File: config.mk
export PLATFORM = sky130hd
export DESIGN_NAME = ddpi_div
export DESIGN_NICKNAME = d
export VERILOG_FILES = /design/src/rtl/ddpi_div.sv
export SDC_FILE = /design/constraint.sdc
export NUM_CORES = 1
export LEC_CHECK = 0
export BUFFER_PORTS_ARGS = -buffer_cell sky130_fd_sc_hd__clkbuf_2
export CORE_ASPECT_RATIO = 0.6
export CORE_MARGIN = 1
export CORE_UTILIZATION = 40
export DETAILED_ROUTE_END_ITERATION = 12
export GPL_TIMING_DRIVEN = 0
export PLACE_DENSITY = 0.76
export SLEW_MARGIN = 20
export SYNTH_ARGS = -nofsm -noshare
export SYNTH_HDL_FRONTEND = slang
export SYNTH_SLANG_ARGS = --single-unit
export TNS_END_PERCENT = 20
File: constraint.sdc
create_clock -name i_clk -period 3.55 [get_ports i_clk]
set_clock_uncertainty 0.1 [all_clocks]
set_input_delay 0.355 -clock i_clk [delete_from_list [all_inputs] [get_ports i_clk]]
set_output_delay 0.355 -clock i_clk [all_outputs]
set_load 0.02 [all_outputs]
File: src/rtl/ddpi_div.sv
// Radix-2 restoring divider, one quotient bit per cycle, unsigned.
// Used for the angular speed; depends on nothing but its ports.
module ddpi_div (
    input  logic        i_clk,
    input  logic        i_rst_n,
    input  logic        i_start,
    input  logic [63:0] i_num,
    input  logic [23:0] i_den,
    output logic        o_done,
    output logic [63:0] o_quot
);
    logic [63:0] r_q;
    logic [24:0] r_rem;
    logic [6:0]  r_cnt;
    logic        r_busy;
    logic [24:0] w_sh;
    logic        w_ge;

    // One restoring step on the shifted partial remainder.
    assign w_sh = {r_rem[23:0], r_q[63]};
    assign w_ge = w_sh >= {1'b0, i_den};

    always_ff @(posedge i_clk) begin
        if (!i_rst_n) begin
            r_busy <= 1'b0;
            r_cnt  <= '0;
            o_done <= 1'b0;
        end else begin
            o_done <= 1'b0;
            if (i_start) begin
                r_busy <= 1'b1;
                r_cnt  <= 7'd64;
                r_q    <= i_num;
                r_rem  <= '0;
            end else if (r_busy) begin
                r_rem <= w_ge ? (w_sh - {1'b0, i_den}) : w_sh;
                r_q   <= {r_q[62:0], w_ge};
                r_cnt <= r_cnt - 7'd1;
                if (r_cnt == 7'd1) begin
                    r_busy <= 1'b0;
                    o_done <= 1'b1;
                end
            end
        end
    end

    assign o_quot = r_q;
endmodule

==> summary.md <==
| Metric | Value |
|---|---|
| Status | `complete, no violations` |
| Worst path arrival time | `~3.2 ns` |
| Vias | `about 4200` |
| Place WS | `0.3568 ns` |
| CTS tree | `built` |
| Starting density of the core | `42.12%` |
| Initial drt markers | `250` |
| Sequential area share after synthesis | `50.72%` |
| Final estimated routing congestion in global placement | `between 0.9 and 1` |
| Syn nets | `578` |
| Startpoint Class | `register` |
| Most used cell, CP | `a211oi_1` |
| Total track usage | `18.32%` |
| Fin nets | `745` |
| Top FF cell, synth | `edfxtp_1` |
| Hold Crit Start | `i_rst_n` |
| Crit-path max cell delay | `about 0.4 ns` |
| Setup CP Type | `reg -> reg` |
| Clk root buf | `clkbuf_16` |
| Total negative setup slack | `0 ns` |
| Synth unique cells | `56` |
| # DRC | `0` |
| Slew Limit Fails | `0` |
| Post-CTS Setup Bufs | `0` |
| Placement row count | `32` |
| Synth warn | `0` |
| Leak | `2.990 nW` |
| Slew at the pin closest to its max-slew limit | `approximately 0.75 ns` |
| Routed len/inst | `16.17 microns` |
| Critical path fanouts, max | `3` |
| Routed wire length | `between 10000 and 15000 microns` |
| CTS buffer count | `9` |
| Hold-fix buffers, CTS | `0` |
| Worst EP required | `between 3 and 4 ns` |
| Detailed Routing Iterations Pass 1 | `5` |
| Grt ovf | `0` |
| Area of the core | `0.01321 sq mm` |
| Largest net degree at the start of global routing | `33` |
| Top delay family on crit path | `compound AO/OA/AOI/OAI gates` |
| IO buf count | `154` |
| Worst Setup End Kind | `register` |
| First-pass GRT wire length | `20380 microns` |
| Vias in the first global route | `4008` |
| Worst path cell trace | `inv_1 -> ha_1 -> fa_1 -> nand2b_1 -> a211oi_1 -> o21ai_1 -> a211oi_1 -> or4_1 -> a21oi_1 -> xnor2_1 -> mux2i_1 -> nor2_1` |
| Final setup fails | `0` |
| Tmin final | `3.216 ns` |
| Layout overhead on the synthesized area | `23.49%` |
| Depth of the worst hold-timing path | `2` |
| Reg2Reg Setup Slack | `around 0.33 ns` |
| Hold Path Class | `in -> reg` |
| Max_cap viols | `0` |
| Initial antenna violation count | `0` |
| Max Freq | `311.0 MHz` |
| Cell count after synthesis | `460` |
| Final setup margin | `0.3343 ns` |
| Most frequent cells in the layout | `154 x clkbuf_2, 88 x edfxtp_1, 64 x mux2_2, 45 x nor2_1, 32 x inv_1` |
| Clock Sinks | `97` |
| Syn_area_per_cell | `around 12 sq um` |
| Post-cts resize count | `0` |
| CP max stage cell | `fa_1` |
| VDD IR max | `0.2283 mV` |
| Leading cell type in the layout, fill and taps excluded | `clkbuf_2` |
| Die area | `between 0.01 and 0.015 sq mm` |
| Via density | `between 5 and 6` |
| Number of synthesized flops with an enable pin | `88` |
| Die X | `154.3 microns` |
| FF-to-FF Start | `o_quot[63]` |
| Max-slew headroom | `49.72%` |
| Hold Vio Cnt, Final | `0` |
| Critical Path Start | `o_quot[63]` |
| Reg-to-Reg End | `r_rem[22]` |
| Pwr Density | `464.6 mW/mm^2` |
| Remaining antenna violation count | `0` |
| Share of layout cells above drive strength 1 | `40.35%` |
| WP buf/inv | `1` |
| Worst min-delay path endpoint | `r_cnt[6]` |
| Tcrit/Tclk final | `90.58%` |
| Reg clk slew, reported paths | `0.07 ns` |
| H-Tree Depth | `3` |
| Longest Clk Path Bufs | `2` |
| Mapped Area | `0.005565 sq mm` |
| RSZ-0062 raised after global routing | `false` |
| Asr flop ratio synth | `0%` |
| Worst-skew pair later-pin latency | `0.34 ns` |
| Dpl hpwl | `9952 microns` |
| Top-Level Pins | `156` |
| Reg2Reg Depth | `12` |
| # fillers | `about 1200` |
| Overall die height | `93.37 microns` |
| Ant. Diodes | `0` |
| Seq cells post-synth | `97` |
==> Yosys cell counts, types with 4 or more instances <==
cell type / number / share of area, %
edfxtp_1: 88 / 47
mux2_2: 64 / 13
nor2_1: 45 / 3.0
inv_1: 32 / 2.2
a21oi_1: 27 / 2.4
ha_1: 26 / 5.8
mux2i_1: 19 / 3.4
nand2_1: 19 / 1.3
xnor2_1: 13 / 2.0
xor2_1: 12 / 1.9
clkbuf_1: 11 / 0.74
dfxtp_1: 9 / 3.2
a21o_1: 8 / 1.1
o21ai_0: 8 / 0.72
a211oi_1: 5 / 0.67
nand2b_1: 5 / 0.56
a211oi_2: 4 / 0.90
nor3_1: 4 / 0.36
o21a_1: 4 / 0.54
==> routing by layer <==
layer | vias to the layer above | share of wire [%] | global-route usage (%)
li1 | 2042 | - | -
met1 | 1967 | 50 | 26.67
met2 | 184 | 42 | 27.01
met3 | 9 | 7.2 | 4.773
met4 | 0 | 0.88 | 4.373
met5 | - | 0 | 0
==> how the worst max path moves through the flow <==
stage                           end  slack (ns)  cells past startpoint
after detailed placement  r_rem[16]        0.36                     12
after floorplan           o_quot[0]        0.33                      2
after global routing      r_rem[16]        0.11                     12
after CTS                 r_rem[16]        0.38                     12
final                     r_rem[22]        0.33                     12
after global placement       r_busy       -0.94                      3
==> final cells by class <==
type                            count  area, sq um  share of cell area, %
Inverter                           32        120.1                  1.748
Buffer                             16        85.08                  1.238
Clock inverter                      7        51.30                 0.7464
Sequential cell                    97         2823                  41.07
Clock buffer                        9        225.2                  3.277
Multi-Input combinational cell    315         2545                  37.03
Timing Repair Buffer              156        810.8                  11.80
Tap cell                          170        212.7                  3.095
==> registers in the layout, summed over array words and instances (netlist names) <==
name	cells
o_done	1
r_busy	1
r_cnt	7
r_rem	24
o_quot	64
==> cell families (layout without fill, tap and decap cells) <==
| family | count (synthesis) | after routing | synth area share (%) |
|---|---|---|---|
| flip-flops | 97 | 97 | 50.72 |
| AO/OA/AOI/OAI | 82 | 82 | 10.81 |
| multiplexers | 83 | 83 | 16.37 |
| XOR/XNOR | 25 | 25 | 3.934 |
| AND/OR/NAND/NOR | 98 | 98 | 8.273 |
| adder cells (fa/ha/maj) | 27 | 27 | 6.205 |
| buffers and inverters | 48 | 220 | 3.687 |
==> worst register-to-register path: stages (launching register included) <==
cell and delay [ns]:
edfxtp_1 0.39, inv_1 0.06, ha_1 0.21, fa_1 0.42, nand2b_1 0.20, a211oi_1 0.40, o21ai_1 0.26, a211oi_1 0.28
or4_1 0.16, a21oi_1 0.07, xnor2_1 0.13, mux2i_1 0.20, nor2_1 0.06
==> metrics by stage <==
step	power (mW)	cells	hold slack [ns]	util [%]	area, sq um
2_1_floorplan	2.036	460	0.3414	-	5565
4_1_cts	3.221	802	0.1758	52.02	6873
3_3_place_gp	2.240	784	0.3716	49.56	6549
5_1_grt	3.346	802	0.1897	52.02	6873
3_5_place_dp	2.275	786	0.3855	49.92	6596
6_report	3.193	802	0.1921	52.02	6873
==> where the power goes <==
part,internal (mW),switching [mW]
clock network,0.481,0.453
logic,0.369,0.479
registers,1.36,0.0488
total,2.21,0.981
Note: power is estimated with default switching activity, not from simulation.
